[src/rtl/eiplp_pkg.sv]
// ----------------------------------------------------------------------------
// eiplp_pkg
// Shared types and constants for the Ethernet/IP/L4 header parser.
// ----------------------------------------------------------------------------
package eiplp_pkg;

   localparam logic [15:0] ETH_VLAN = 16'h8100;
   localparam logic [15:0] ETH_QINQ = 16'h88a8;
   localparam logic [15:0] ETH_LLDP = 16'h88cc;
   localparam logic [15:0] ETH_CDP  = 16'h2000;
   localparam logic [15:0] ETH_IPV4 = 16'h0800;
   localparam logic [15:0] ETH_IPV6 = 16'h86dd;
   localparam logic [4:0]  BASE_OFFSET = 5'd14;
   localparam logic [7:0]  IPV6_HDR = 8'd40;
   localparam logic [7:0]  PROTO_TCP = 8'd6;
   localparam logic [7:0]  PROTO_UDP = 8'd17;

   localparam logic [2:0] VERDICT_FLOW  = 3'd0;
   localparam logic [2:0] VERDICT_NONIP = 3'd1;
   localparam logic [2:0] VERDICT_LLDP  = 3'd2;
   localparam logic [2:0] VERDICT_OTHER = 3'd3;
   localparam logic [2:0] VERDICT_TRUNC = 3'd4;

   localparam int QUEUE_DEPTH = 4;
   localparam int QPTR_W = $clog2(QUEUE_DEPTH);

   // one parsed frame summary, handed from front to back
   typedef struct packed {
      logic [2:0]  verdict;
      logic        is_ipv6;
      logic [7:0]  protocol;
      logic [15:0] sport;
      logic [15:0] dport;
      logic [11:0] vlan_id;
      logic [2:0]  priority_res;
      logic [15:0] ether_type;
      logic [7:0]  tcp_flag_bits;
      logic [15:0] payload_length;
      logic [63:0] src_hi;
      logic [63:0] src_lo;
      logic [63:0] dst_hi;
      logic [63:0] dst_lo;
   } summary_type;

endpackage

[src/rtl/ethernet_ip_l4_header_parser.sv]
// ----------------------------------------------------------------------------
// ethernet_ip_l4_header_parser
// Ethernet/VLAN/IPv4/IPv6/TCP/UDP five-tuple parser, one frame byte a request.
// ----------------------------------------------------------------------------
//  channel   direction  handshake        payload
//  req_      in         push / full      data_byte, frame_length, end_of_frame
//  rsp_      out        empty / pop      summary fields, address_word, last_word
//
//  One byte per cycle while full is low; the end-of-frame byte yields four
//  result words, popped one per cycle from a four-frame summary queue.
//  If the queue was empty, the first word shows the cycle after end of frame.
//  full is raised only while that queue holds four undrained frames.
//  Reset is synchronous and clears the byte counter and the queue.
module ethernet_ip_l4_header_parser (
   input  logic        clock,
   input  logic        reset,
   input  logic        push,
   output logic        full,
   input  logic [7:0]  req_data_byte,
   input  logic [15:0] req_frame_length,
   input  logic        req_end_of_frame,
   output logic        empty,
   input  logic        pop,
   output logic [2:0]  rsp_verdict,
   output logic        rsp_is_ipv6,
   output logic [7:0]  rsp_protocol,
   output logic [15:0] rsp_sport,
   output logic [15:0] rsp_dport,
   output logic [11:0] rsp_vlan_id,
   output logic [2:0]  rsp_priority_res,
   output logic [15:0] rsp_ether_type,
   output logic [7:0]  rsp_tcp_flag_bits,
   output logic [15:0] rsp_payload_length,
   output logic [63:0] rsp_address_word,
   output logic        rsp_last_word
);

   logic accept, sum_valid;
   eiplp_pkg::summary_type sum_data, head;
   logic [1:0] word_sel;

   assign accept = push && !full;

   eiplp_front u_front (
      .clock(clock), .reset(reset), .byte_valid(accept),
      .data_byte(req_data_byte), .frame_length(req_frame_length),
      .end_of_frame(req_end_of_frame), .sum_valid(sum_valid), .sum_data(sum_data)
   );

   eiplp_back u_back (
      .clock(clock), .reset(reset), .sum_valid(sum_valid), .sum_data(sum_data),
      .q_full(full), .rsp_empty(empty), .rsp_pop(pop), .head(head),
      .word_sel(word_sel)
   );

   always_comb begin
      rsp_verdict = head.verdict;
      rsp_is_ipv6 = head.is_ipv6;
      rsp_protocol = head.protocol;
      rsp_sport = head.sport;
      rsp_dport = head.dport;
      rsp_vlan_id = head.vlan_id;
      rsp_priority_res = head.priority_res;
      rsp_ether_type = head.ether_type;
      rsp_tcp_flag_bits = head.tcp_flag_bits;
      rsp_payload_length = head.payload_length;
      rsp_last_word = word_sel == 2'd3;
      case (word_sel)
         2'd0: rsp_address_word = head.src_hi;
         2'd1: rsp_address_word = head.src_lo;
         2'd2: rsp_address_word = head.dst_hi;
         2'd3: rsp_address_word = head.dst_lo;
         default: rsp_address_word = '0;
      endcase
   end

   a_trunc_clean: assert property (@(posedge clock) disable iff (reset)
      (!empty && rsp_verdict == eiplp_pkg::VERDICT_TRUNC) |-> rsp_address_word == '0)
      else $error("truncated frame carries an address");
   a_udp_flags: assert property (@(posedge clock) disable iff (reset)
      (!empty && rsp_protocol == eiplp_pkg::PROTO_UDP) |-> rsp_tcp_flag_bits == '0)
      else $error("udp frame carries tcp flags");
   a_word_hold: assert property (@(posedge clock) disable iff (reset)
      (!empty && !pop) |=> !empty && $stable(rsp_last_word))
      else $error("result word moved while stalled");

endmodule

[src/rtl/eiplp_front.sv]
// ----------------------------------------------------------------------------
// eiplp_front
// Byte counter and field capture; builds a frame summary on end of frame.
// ----------------------------------------------------------------------------
module eiplp_front (
   input  logic                   clock,
   input  logic                   reset,
   input  logic                   byte_valid,
   input  logic [7:0]             data_byte,
   input  logic [15:0]            frame_length,
   input  logic                   end_of_frame,
   output logic                   sum_valid,
   output eiplp_pkg::summary_type sum_data
);

   logic [15:0] byte_index_ff, byte_index_in;
   logic [15:0] type_ff, type_in;
   logic [4:0]  net_off_ff, net_off_in;
   logic [7:0]  ihl_ff, ihl_in;
   logic [7:0]  proto_ff, proto_in;
   logic        v6_ff, v6_in;
   logic [63:0] src_ff [2];
   logic [63:0] src_in [2];
   logic [63:0] dst_ff [2];
   logic [63:0] dst_in [2];
   logic [15:0] port_ff [2];
   logic [15:0] port_in [2];
   logic [14:0] tag_ff, tag_in;
   logic [7:0]  flags_ff, flags_in;
   logic [7:0]  l4len_ff, l4len_in;

   logic        is4, is6;
   logic [16:0] r3, l4s, r4, count;
   logic [16:0] l3pay, pay;
   logic [16:0] need3, need4, minpay;
   eiplp_pkg::summary_type s;
   logic [15:0] i;
   logic [7:0]  b;

   always_comb begin
      i = byte_index_ff;
      b = data_byte;
      byte_index_in = byte_index_ff;
      type_in = type_ff;
      net_off_in = net_off_ff;
      ihl_in = ihl_ff;
      proto_in = proto_ff;
      v6_in = v6_ff;
      src_in = src_ff;
      dst_in = dst_ff;
      port_in = port_ff;
      tag_in = tag_ff;
      flags_in = flags_ff;
      l4len_in = l4len_ff;

      if (i == 16'd12) type_in = {b, 8'h00};
      if (i == 16'd13) begin
         type_in = {type_ff[15:8], b};
         if ({type_ff[15:8], b} == eiplp_pkg::ETH_VLAN) net_off_in = 5'd18;
         else if ({type_ff[15:8], b} == eiplp_pkg::ETH_QINQ) net_off_in = 5'd22;
      end
      if (net_off_ff == 5'd18) begin
         if (i == 16'd14) tag_in = {b[7:5], b[3:0], 8'h00};
         if (i == 16'd15) tag_in = {tag_ff[14:8], b};
         if (i == 16'd16) type_in = {b, 8'h00};
         if (i == 16'd17) type_in = {type_ff[15:8], b};
      end else if (net_off_ff == 5'd22) begin
         if (i == 16'd20) type_in = {b, 8'h00};
         if (i == 16'd21) type_in = {type_ff[15:8], b};
      end

      // classification sees the ethertype after this byte's update
      is4 = type_in == eiplp_pkg::ETH_IPV4;
      is6 = type_in == eiplp_pkg::ETH_IPV6;

      r3 = {1'b0, i} - {12'd0, net_off_ff};
      if ({1'b0, i} >= {12'd0, net_off_ff}) begin
         if (r3 == 17'd0) v6_in = is6;
         if (is4) begin
            if (r3 == 17'd0) ihl_in = {2'b00, b[3:0], 2'b00};
            if (r3 == 17'd9) proto_in = b;
            if (r3 >= 17'd12 && r3 < 17'd16) src_in[1] = {src_ff[1][55:0], b};
            if (r3 >= 17'd16 && r3 < 17'd20) dst_in[1] = {dst_ff[1][55:0], b};
         end else if (is6) begin
            if (r3 == 17'd6) proto_in = b;
            if (r3 >= 17'd8 && r3 < 17'd16) src_in[0] = {src_ff[0][55:0], b};
            if (r3 >= 17'd16 && r3 < 17'd24) src_in[1] = {src_ff[1][55:0], b};
            if (r3 >= 17'd24 && r3 < 17'd32) dst_in[0] = {dst_ff[0][55:0], b};
            if (r3 >= 17'd32 && r3 < 17'd40) dst_in[1] = {dst_ff[1][55:0], b};
         end
      end

      // L4 start uses the header length as updated by this byte
      l4s = {12'd0, net_off_ff} + {9'd0, (is6 ? eiplp_pkg::IPV6_HDR : ihl_in)};
      r4 = {1'b0, i} - l4s;
      if ((is4 || is6) && {1'b0, i} >= l4s) begin
         if (r4 < 17'd2) port_in[0] = {port_ff[0][7:0], b};
         else if (r4 < 17'd4) port_in[1] = {port_ff[1][7:0], b};
         if (r4 == 17'd12) l4len_in = {2'b00, b[7:4], 2'b00};
         if (r4 == 17'd13) flags_in = b;
      end

      if (byte_index_ff != 16'hffff) byte_index_in = byte_index_ff + 16'd1;

      // summary from the updated state
      count = {1'b0, i} + 17'd1;
      l3pay = ({1'b0, frame_length} > l4s) ? {1'b0, frame_length} - l4s : 17'd0;
      need3 = {12'd0, net_off_ff} + (is6 ? 17'd40 : 17'd20);
      need4 = l4s + ((proto_in == eiplp_pkg::PROTO_TCP) ? 17'd14 : 17'd4);
      minpay = (proto_in == eiplp_pkg::PROTO_TCP) ? 17'd20 : 17'd8;
      pay = (proto_in == eiplp_pkg::PROTO_TCP) ? {9'd0, l4len_in} : 17'd8;
      s = '0;
      if (count < {12'd0, net_off_in}) begin
         s.verdict = eiplp_pkg::VERDICT_TRUNC;
      end else begin
         s.ether_type = type_in;
         if (net_off_in == 5'd18) begin
            s.vlan_id = tag_in[11:0];
            s.priority_res = tag_in[14:12];
         end
         if (type_in == eiplp_pkg::ETH_LLDP || type_in == eiplp_pkg::ETH_CDP)
            s.verdict = eiplp_pkg::VERDICT_LLDP;
         else if (!is4 && !is6)
            s.verdict = eiplp_pkg::VERDICT_NONIP;
         else if (count < need3) begin
            s = '0;
            s.verdict = eiplp_pkg::VERDICT_TRUNC;
         end else begin
            s.is_ipv6 = v6_in;
            s.protocol = proto_in;
            s.src_hi = src_in[0];
            s.src_lo = src_in[1];
            s.dst_hi = dst_in[0];
            s.dst_lo = dst_in[1];
            if (proto_in == eiplp_pkg::PROTO_TCP || proto_in == eiplp_pkg::PROTO_UDP) begin
               if (l3pay < minpay) s.verdict = eiplp_pkg::VERDICT_OTHER;
               else if (count < need4) begin
                  s = '0;
                  s.verdict = eiplp_pkg::VERDICT_TRUNC;
               end else begin
                  s.verdict = eiplp_pkg::VERDICT_FLOW;
                  s.sport = port_in[0];
                  s.dport = port_in[1];
                  if (proto_in == eiplp_pkg::PROTO_TCP) s.tcp_flag_bits = flags_in;
                  s.payload_length = (l3pay > pay) ? 16'(l3pay - pay) : 16'd0;
               end
            end else begin
               s.verdict = eiplp_pkg::VERDICT_OTHER;
            end
         end
      end
   end

   always_ff @(posedge clock) begin
      if (reset || (byte_valid && end_of_frame)) begin
         byte_index_ff <= '0;
         type_ff <= '0;
         net_off_ff <= eiplp_pkg::BASE_OFFSET;
         ihl_ff <= '0;
         proto_ff <= '0;
         v6_ff <= 1'b0;
         src_ff <= '{default: '0};
         dst_ff <= '{default: '0};
         port_ff <= '{default: '0};
         tag_ff <= '0;
         flags_ff <= '0;
         l4len_ff <= '0;
      end else if (byte_valid) begin
         byte_index_ff <= byte_index_in;
         type_ff <= type_in;
         net_off_ff <= net_off_in;
         ihl_ff <= ihl_in;
         proto_ff <= proto_in;
         v6_ff <= v6_in;
         src_ff <= src_in;
         dst_ff <= dst_in;
         port_ff <= port_in;
         tag_ff <= tag_in;
         flags_ff <= flags_in;
         l4len_ff <= l4len_in;
      end
   end

   assign sum_valid = byte_valid && end_of_frame;
   assign sum_data = s;

endmodule

[src/rtl/eiplp_back.sv]
// ----------------------------------------------------------------------------
// eiplp_back
// Summary queue and word sequencer: four result requests per frame.
// ----------------------------------------------------------------------------
module eiplp_back (
   input  logic                   clock,
   input  logic                   reset,
   input  logic                   sum_valid,
   input  eiplp_pkg::summary_type sum_data,
   output logic                   q_full,
   output logic                   rsp_empty,
   input  logic                   rsp_pop,
   output eiplp_pkg::summary_type head,
   output logic [1:0]             word_sel
);

   localparam int CW = eiplp_pkg::QPTR_W + 1;

   eiplp_pkg::summary_type mem_ff [eiplp_pkg::QUEUE_DEPTH];
   logic [eiplp_pkg::QPTR_W-1:0] wr_ff, wr_in, rd_ff, rd_in;
   logic [CW-1:0] cnt_ff, cnt_in;
   logic [1:0] word_ff, word_in;
   logic push, pop_frame;

   assign push = sum_valid;
   assign rsp_empty = cnt_ff == '0;
   assign q_full = cnt_ff == CW'(eiplp_pkg::QUEUE_DEPTH);
   assign pop_frame = rsp_pop && !rsp_empty && word_ff == 2'd3;
   assign head = mem_ff[rd_ff];
   assign word_sel = word_ff;

   always_comb begin
      wr_in = push ? wr_ff + 1'b1 : wr_ff;
      rd_in = pop_frame ? rd_ff + 1'b1 : rd_ff;
      cnt_in = cnt_ff + CW'(push) - CW'(pop_frame);
      word_in = (rsp_pop && !rsp_empty) ? word_ff + 2'd1 : word_ff;
   end

   always_ff @(posedge clock) begin
      if (reset) begin
         wr_ff <= '0;
         rd_ff <= '0;
         cnt_ff <= '0;
         word_ff <= '0;
      end else begin
         wr_ff <= wr_in;
         rd_ff <= rd_in;
         cnt_ff <= cnt_in;
         word_ff <= word_in;
      end
   end

   always_ff @(posedge clock) begin
      if (push) mem_ff[wr_ff] <= sum_data;
   end

endmodule
[config.mk]
export PLATFORM = sky130hd
export DESIGN_NAME = ethernet_ip_l4_header_parser
export DESIGN_NICKNAME = d
export VERILOG_FILES = /design/src/rtl/eiplp_pkg.sv /design/src/rtl/ethernet_ip_l4_header_parser.sv /design/src/rtl/eiplp_front.sv /design/src/rtl/eiplp_back.sv
export SDC_FILE = /design/constraint.sdc
export NUM_CORES = 2
export LEC_CHECK = 0
export ABC_AREA = 1
export ABC_CLOCK_PERIOD_IN_PS = 17200
export BUFFER_PORTS_ARGS = -buffer_cell sky130_fd_sc_hd__buf_2
export CORE_ASPECT_RATIO = 0.75
export CORE_UTILIZATION = 25
export DETAILED_ROUTE_END_ITERATION = 8
export PLACE_DENSITY_LB_ADDON = 0.05
export SLEW_MARGIN = 15
export SYNTH_ARGS = -nofsm -noshare
export SYNTH_HDL_FRONTEND = slang
export SYNTH_SLANG_ARGS = --single-unit
[constraint.sdc]
create_clock -name clock -period 17.2 [get_ports clock]
set_input_delay 1.72 -clock clock [delete_from_list [all_inputs] [get_ports clock]]
set_output_delay 1.72 -clock clock [all_outputs]
set_load 0.01 [all_outputs]
After elaboration in Yosys (flattened, before gate mapping)
Memories as Yosys holds them, arrays and structs flattened. A register that Yosys moved wholly into a read port is not among the register bits.
Cells that the tools add are included.
- logic and storage cells: 183
- memory bits (writable): 1420
- output and inout bits: 166
- memories: 1
- bits in registers: 382
- memory list (name ; words ; bits a word ; read ports ; clocked after memory_dff ; write ports ; line ; RTL):
    u_back.mem_ff ; 4 ; 355 ; 1 ; 1 ; 1 ; eiplp_back.sv:19 ; eiplp_pkg::summary_type mem_ff [eiplp_pkg::QUEUE_DEPTH];
- reduce and logical (&&, ||, !) cells: 24
- equal/unequal tests: 28
- mux-type cells: 77
- $lt $le $gt $ge: 20
- add/subtract/negate cells: 14
- operator list (operator ; count):
    $mux 352 ; 5
    $mux 64 ; 10
    $mux 128 ; 4
    $mux 355 ; 1
    $mux 256 ; 1
    $pmux 64 s4 ; 1
    $mux 16 ; 12
    $mux 8 ; 15
    $eq 16x16->1 const B ; 4
    $eq 16x4->1 const B ; 4
    $eq 16x5->1 const B ; 4
    $mux 32 ; 2
    $mux 15 ; 4
    $eq 17x4->1 const B ; 3
    $lt 17x5->1 const B ; 3
    $ge 17x4->1 const B ; 2
    $ge 17x5->1 const B ; 2
    $lt 17x17->1 ; 2
    $lt 17x5->1 ; 2
    $lt 17x6->1 const B ; 2
    $sub 16x17->17 ; 2
    $mux 31 ; 1
    $mux 24 ; 1
    $mux 5 ; 4
    other kinds (41) ; 72

Logic depth before layout (Yosys ltp)
- word-level depth: 26
- gate-level depth with buffers: 63
- depth with buffers taken out: 60

By module
From an unflattened synthesis, not the netlist that was laid out.
- cell total of the unflattened synthesis: 8229
- area, all modules: 81886.0 um2
- modules (own cells, without submodules) (module ; times used ; seq. area each (um2) ; cells an instance ; area an instance (um2)):
    eiplp_back ; 1 ; 42861.1 ; 3507 ; 52965.8
    eiplp_front ; 1 ; 7467.2 ; 4347 ; 26923.3
    ethernet_ip_l4_header_parser ; 1 ; 0.0 ; 375 ; 1996.9

Least setup slack after synthesis
Ideal clock, no wire load.
- kind: input -> register
- from: input port push
- to: memory u_back.mem_ff[0][0] (netlist name), enable pin
- stages: 4
- arrival: 16.898 ns
- data required time: 16.119 ns
- path slack: -0.780 ns
- setup time: 1.081 ns
- cell sequence: o21ai_0 -> clkinv_1 -> nand2_1 -> nor2_1
- cells in the longest elaborated chain, start to end: 4
- RTL lines (element ; line ; RTL):
    start, declared ; ethernet_ip_l4_header_parser.sv:17 ; input logic push,
    $logic_and 1x1->1 ; ethernet_ip_l4_header_parser.sv:42 ; assign accept = push && !full;
    $logic_and 1x1->1 ; eiplp_front.sv:184 ; assign sum_valid = byte_valid && end_of_frame;
    $mux 1 ; eiplp_back.sv:54 ; if (push) mem_ff[wr_ff] <= sum_data;
    $mux 1 (not written as such) ; eiplp_back.sv:54 ;
    end, declared ; eiplp_back.sv:19 ;
Every way passes these cells.

==> results.ini <==
[clock_tree]
tritoncts = done
cts_setup_buffers = 0
cts_hold_buf = 0
clock_sinks = 1804
path_clk_slew_ns = 0.06
cts_buffers = 216
clock_path_buffers = 4
htree_levels = 4
clock_latency_ns = 0.89
cts-resized-gates = 0
root_buffer = clkbuf_16

[route]
routed-via-count = 61000
first_pass_iters = 5
drt_iter0_markers = 4944
drt-wirelength-per-cell_um = 25.4
wirelength_um = 319000
vias_per_cell = 4.85
ant_nets = 0
drc_errors = 0

[yosys]
synthSimpleGateAreaFrac_pct = 15.1
yosys.area_share.adder_pct = 1.29
synth-compound-area-share_pct = 14.9
yosysMostFrequentCell = edfxtp_1
synth_area_mm2 = 0.0815
synth_edf_count = 1420
synth_area_leaders = edfxtp_1 52%, dfxtp_1 9.4%, o21ai_0 7.6%, nor2_1 4.5%, nand2_1 4.5%
netlist_instances = 8137
synthFlopType = edfxtp_1
yosysTopAreaCell = edfxtp_1
ys_top_cells_by_count = 1420 x edfxtp_1, 1235 x o21ai_0, 984 x nor2_1
synthMuxAreaShare_pct = 1.57
synth_seq_cells = 1804
syn_avg_cell_area_um2 = 10.0
synthesis.nets = 8246
synth_top_family_by_area = simple AND/OR/NAND/NOR gates
synth.distinct_cells = 56
synth_xor_area_share_pct = 0.473
async_reset_ff_share_pct = 0
yosys_warnings = 0
yosysSeqAreaShare_pct = 61.7
synth_top_cell_area_share_pct = 52.3

[min_path]
hold_class = reg2reg
min_from = u_front.ihl_ff[0]$_SDFFE_PP0P_
whs_endpoint = u_front.ihl_ff[0]$_SDFFE_PP0P_
holdPathStages = 2

[sta]
fmax_mhz = 93.5
relSlewSlack_pct = 24.8
finalCriticalPeriod_ns = 10.69
clock_skew_ns = 0.0730
fin_ws_ns = 6.51
hold_viol = 0
slew_viol_final = 0
setup_viol = 0
worst_slew_pin_slew_ns = 1.12
fin_crit_sh_pct = 62.2
rsz0062_at_grt = no

[critical_path]
r2r-end = u_back.mem_ff[0][12]$_DFFE_PP_
worst-path-max-fanout = 92
critPathTopFamily = simple AND/OR/NAND/NOR gates
worstSetupEndpointType = flip-flop
cp_slowest_stage_delay_ns = 0.72
startpoint = u_front.byte_index_ff[1]$_SDFFE_PP0P_
path_class = reg2reg
r2r_slack_ns = 6.51
slowest_stage = buf_4
cp.required_ns = 17.77
cp.arrival_ns = 11.26
start_kind = flip-flop
crit_buf_inv = 6
r2r_start = u_front.byte_index_ff[1]$_SDFFE_PP0P_
cpMostUsedCell = nor2_1
reg2regPathDepth = 40

[place]
numPortBuffers = 194
place.gp.congestion = 0.856
post-place-ws_ns = 6.02
hpwl_um = 195000

[grt]
grt_pass1_vias = 58300
grt_pass1_wl_um = 451000
antenna_found_initial = 38
grt_usage_pct = 18.9
grt_max_degree = 194
grt_overflow = 0

[power]
ir_drop_uv = 75.0
leakage_nw = 30.6
comb_power_share_pct = 10.5
p_switching_mw = 2.82
switching_share_pct = 26.8
power_frac_clock_pct = 42.6
pwr-share-seq_pct = 47.0
intPower_mw = 7.67
p_per_area_mw_per_mm2 = 112

[cells_and_area]
nets = 8204
area_delta_synth_final_pct = 14.6
utilization_pct = 28.8
drive_above_1_share_pct = 11.4

[die]
io_pins = 195
die_height_um = 497
coreArea_mm2 = 0.324
rows = 181
die_area_mm2 = 0.328
fp.dieW_um = 661
initial_core_util_pct = 25.1

[run_status]
status = finished, final reports clean

[flow_run]
maxCapViolCount = 0

## metrics by stage
stage / instances / TNS, ns / cell area [um2] / hold slack (ns) / total power, mW
global placement: 12200 / 0 / 86600 / 0.452 / 6.14
floorplan: 8137 / -1106.94 / 81500 / 0.420 / 5.63
finish: 12600 / 0 / 93400 / 0.476 / 10.5
global route: 12600 / 0 / 93400 / 0.501 / 10.9
detailed placement: 12200 / 0 / 86600 / 0.471 / 6.14
CTS: 12600 / 0 / 93400 / 0.483 / 10.7
## final cells by class
cell class	instances	area (um2)
fill	33800	231000
clock buffer	297	5990
sequential	1804	50300
clock inverter	99	759
timing repair buffer	320	2090
tap	4300	5380
antenna	8	20.0
multi-input combinational	5374	27400
inverter	379	1460
## sequential cells by signal, indices dropped and copies added (netlist names), named ones only
| signal | cells |
|---|---|
| u_front.l4len_ff | 8 |
| u_front.type_ff | 16 |
| u_front.net_off_ff | 5 |
| u_back.rd_ff | 2 |
| u_front.ihl_ff | 8 |
| u_back.word_sel | 2 |
| u_front.proto_ff | 8 |
| u_front.flags_ff | 8 |
| u_front.port_ff | 32 |
| u_back.mem_ff | 1420 |
| u_front.dst_ff | 128 |
| u_back.cnt_ff | 3 |
| u_front.src_ff | 128 |
| u_back.wr_ff | 2 |
| u_front.v6_ff | 1 |
| u_front.byte_index_ff | 16 |
| u_front.tag_ff | 15 |
## how the worst max path moves through the flow
stage                                           end  slack, ns  cells past startpoint
finish               u_back.mem_ff[0][12]$_DFFE_PP_       6.51                     40
global route        u_back.mem_ff[1][264]$_DFFE_PP_       5.83                     49
CTS                  u_back.mem_ff[0][12]$_DFFE_PP_       6.71                     38
detailed placement   u_back.mem_ff[1][13]$_DFFE_PP_       6.02                     37
global placement      u_back.mem_ff[0][4]$_DFFE_PP_       6.11                     37
floorplan             u_back.mem_ff[0][0]$_DFFE_PP_      -0.78                      4
## metal layers
metal	up-vias	track usage, %	share of wire, %
met5	-	0	0.0072
met4	4	4.03	2.1
met3	334	2.34	4.3
met2	1355	28.4	43
met1	30500	28.7	51
li1	28800	-	-
## tightest hold or removal path: stages (launching register included)
cell and delay, ns:
dfxtp_1 0.32, nand3_1 0.08, inv_1 0.04
## cells by family after synthesis
family	Yosys count
buffers and inverters	959
other	1
AOI/OAI and AO/OA	2314
muxes	128
and+or+nand+nor	2807
xor gates and xnor gates	44
DFF	1804
adders and majority gates	80
## cell usage in the layout, fill, tap and decap left out, drive strengths merged, types with 2 or more instances in the layout
cell,instances
ha,73
diode,8
nor3,41
o211ai,17
nor3b,5
a31oi,67
o22ai,292
o21ai,1278
clkinv,87
buf,320
or2,10
a211oi,8
fa,7
o21bai,6
and2,2
mux2i,128
clkbuf,297
xor2,27
bufinv,11
and3,3
nand3b,9
a2111oi,2
dfxtp,384
xnor2,17
a21oi,631
nand3,469
a21o,5
nor2,1188
inv,377
clkinvlp,3
nand2,1011
nor4,21
edfxtp,1420
o21a,4
nand4,45
## power by group through the flow
stage / clock network, mW / logic, mW / registers (mW)
2_1_floorplan: 0 / 0.603 / 5.02
3_3_place_gp: 0 / 1.13 / 5.02
3_5_place_dp: 0 / 1.12 / 5.02
4_1_cts: 4.62 / 1.12 / 4.93
5_1_grt: 4.77 / 1.20 / 4.94
6_report: 4.47 / 1.10 / 4.93
No activity file was read; power rests on OpenSTA's default activity.
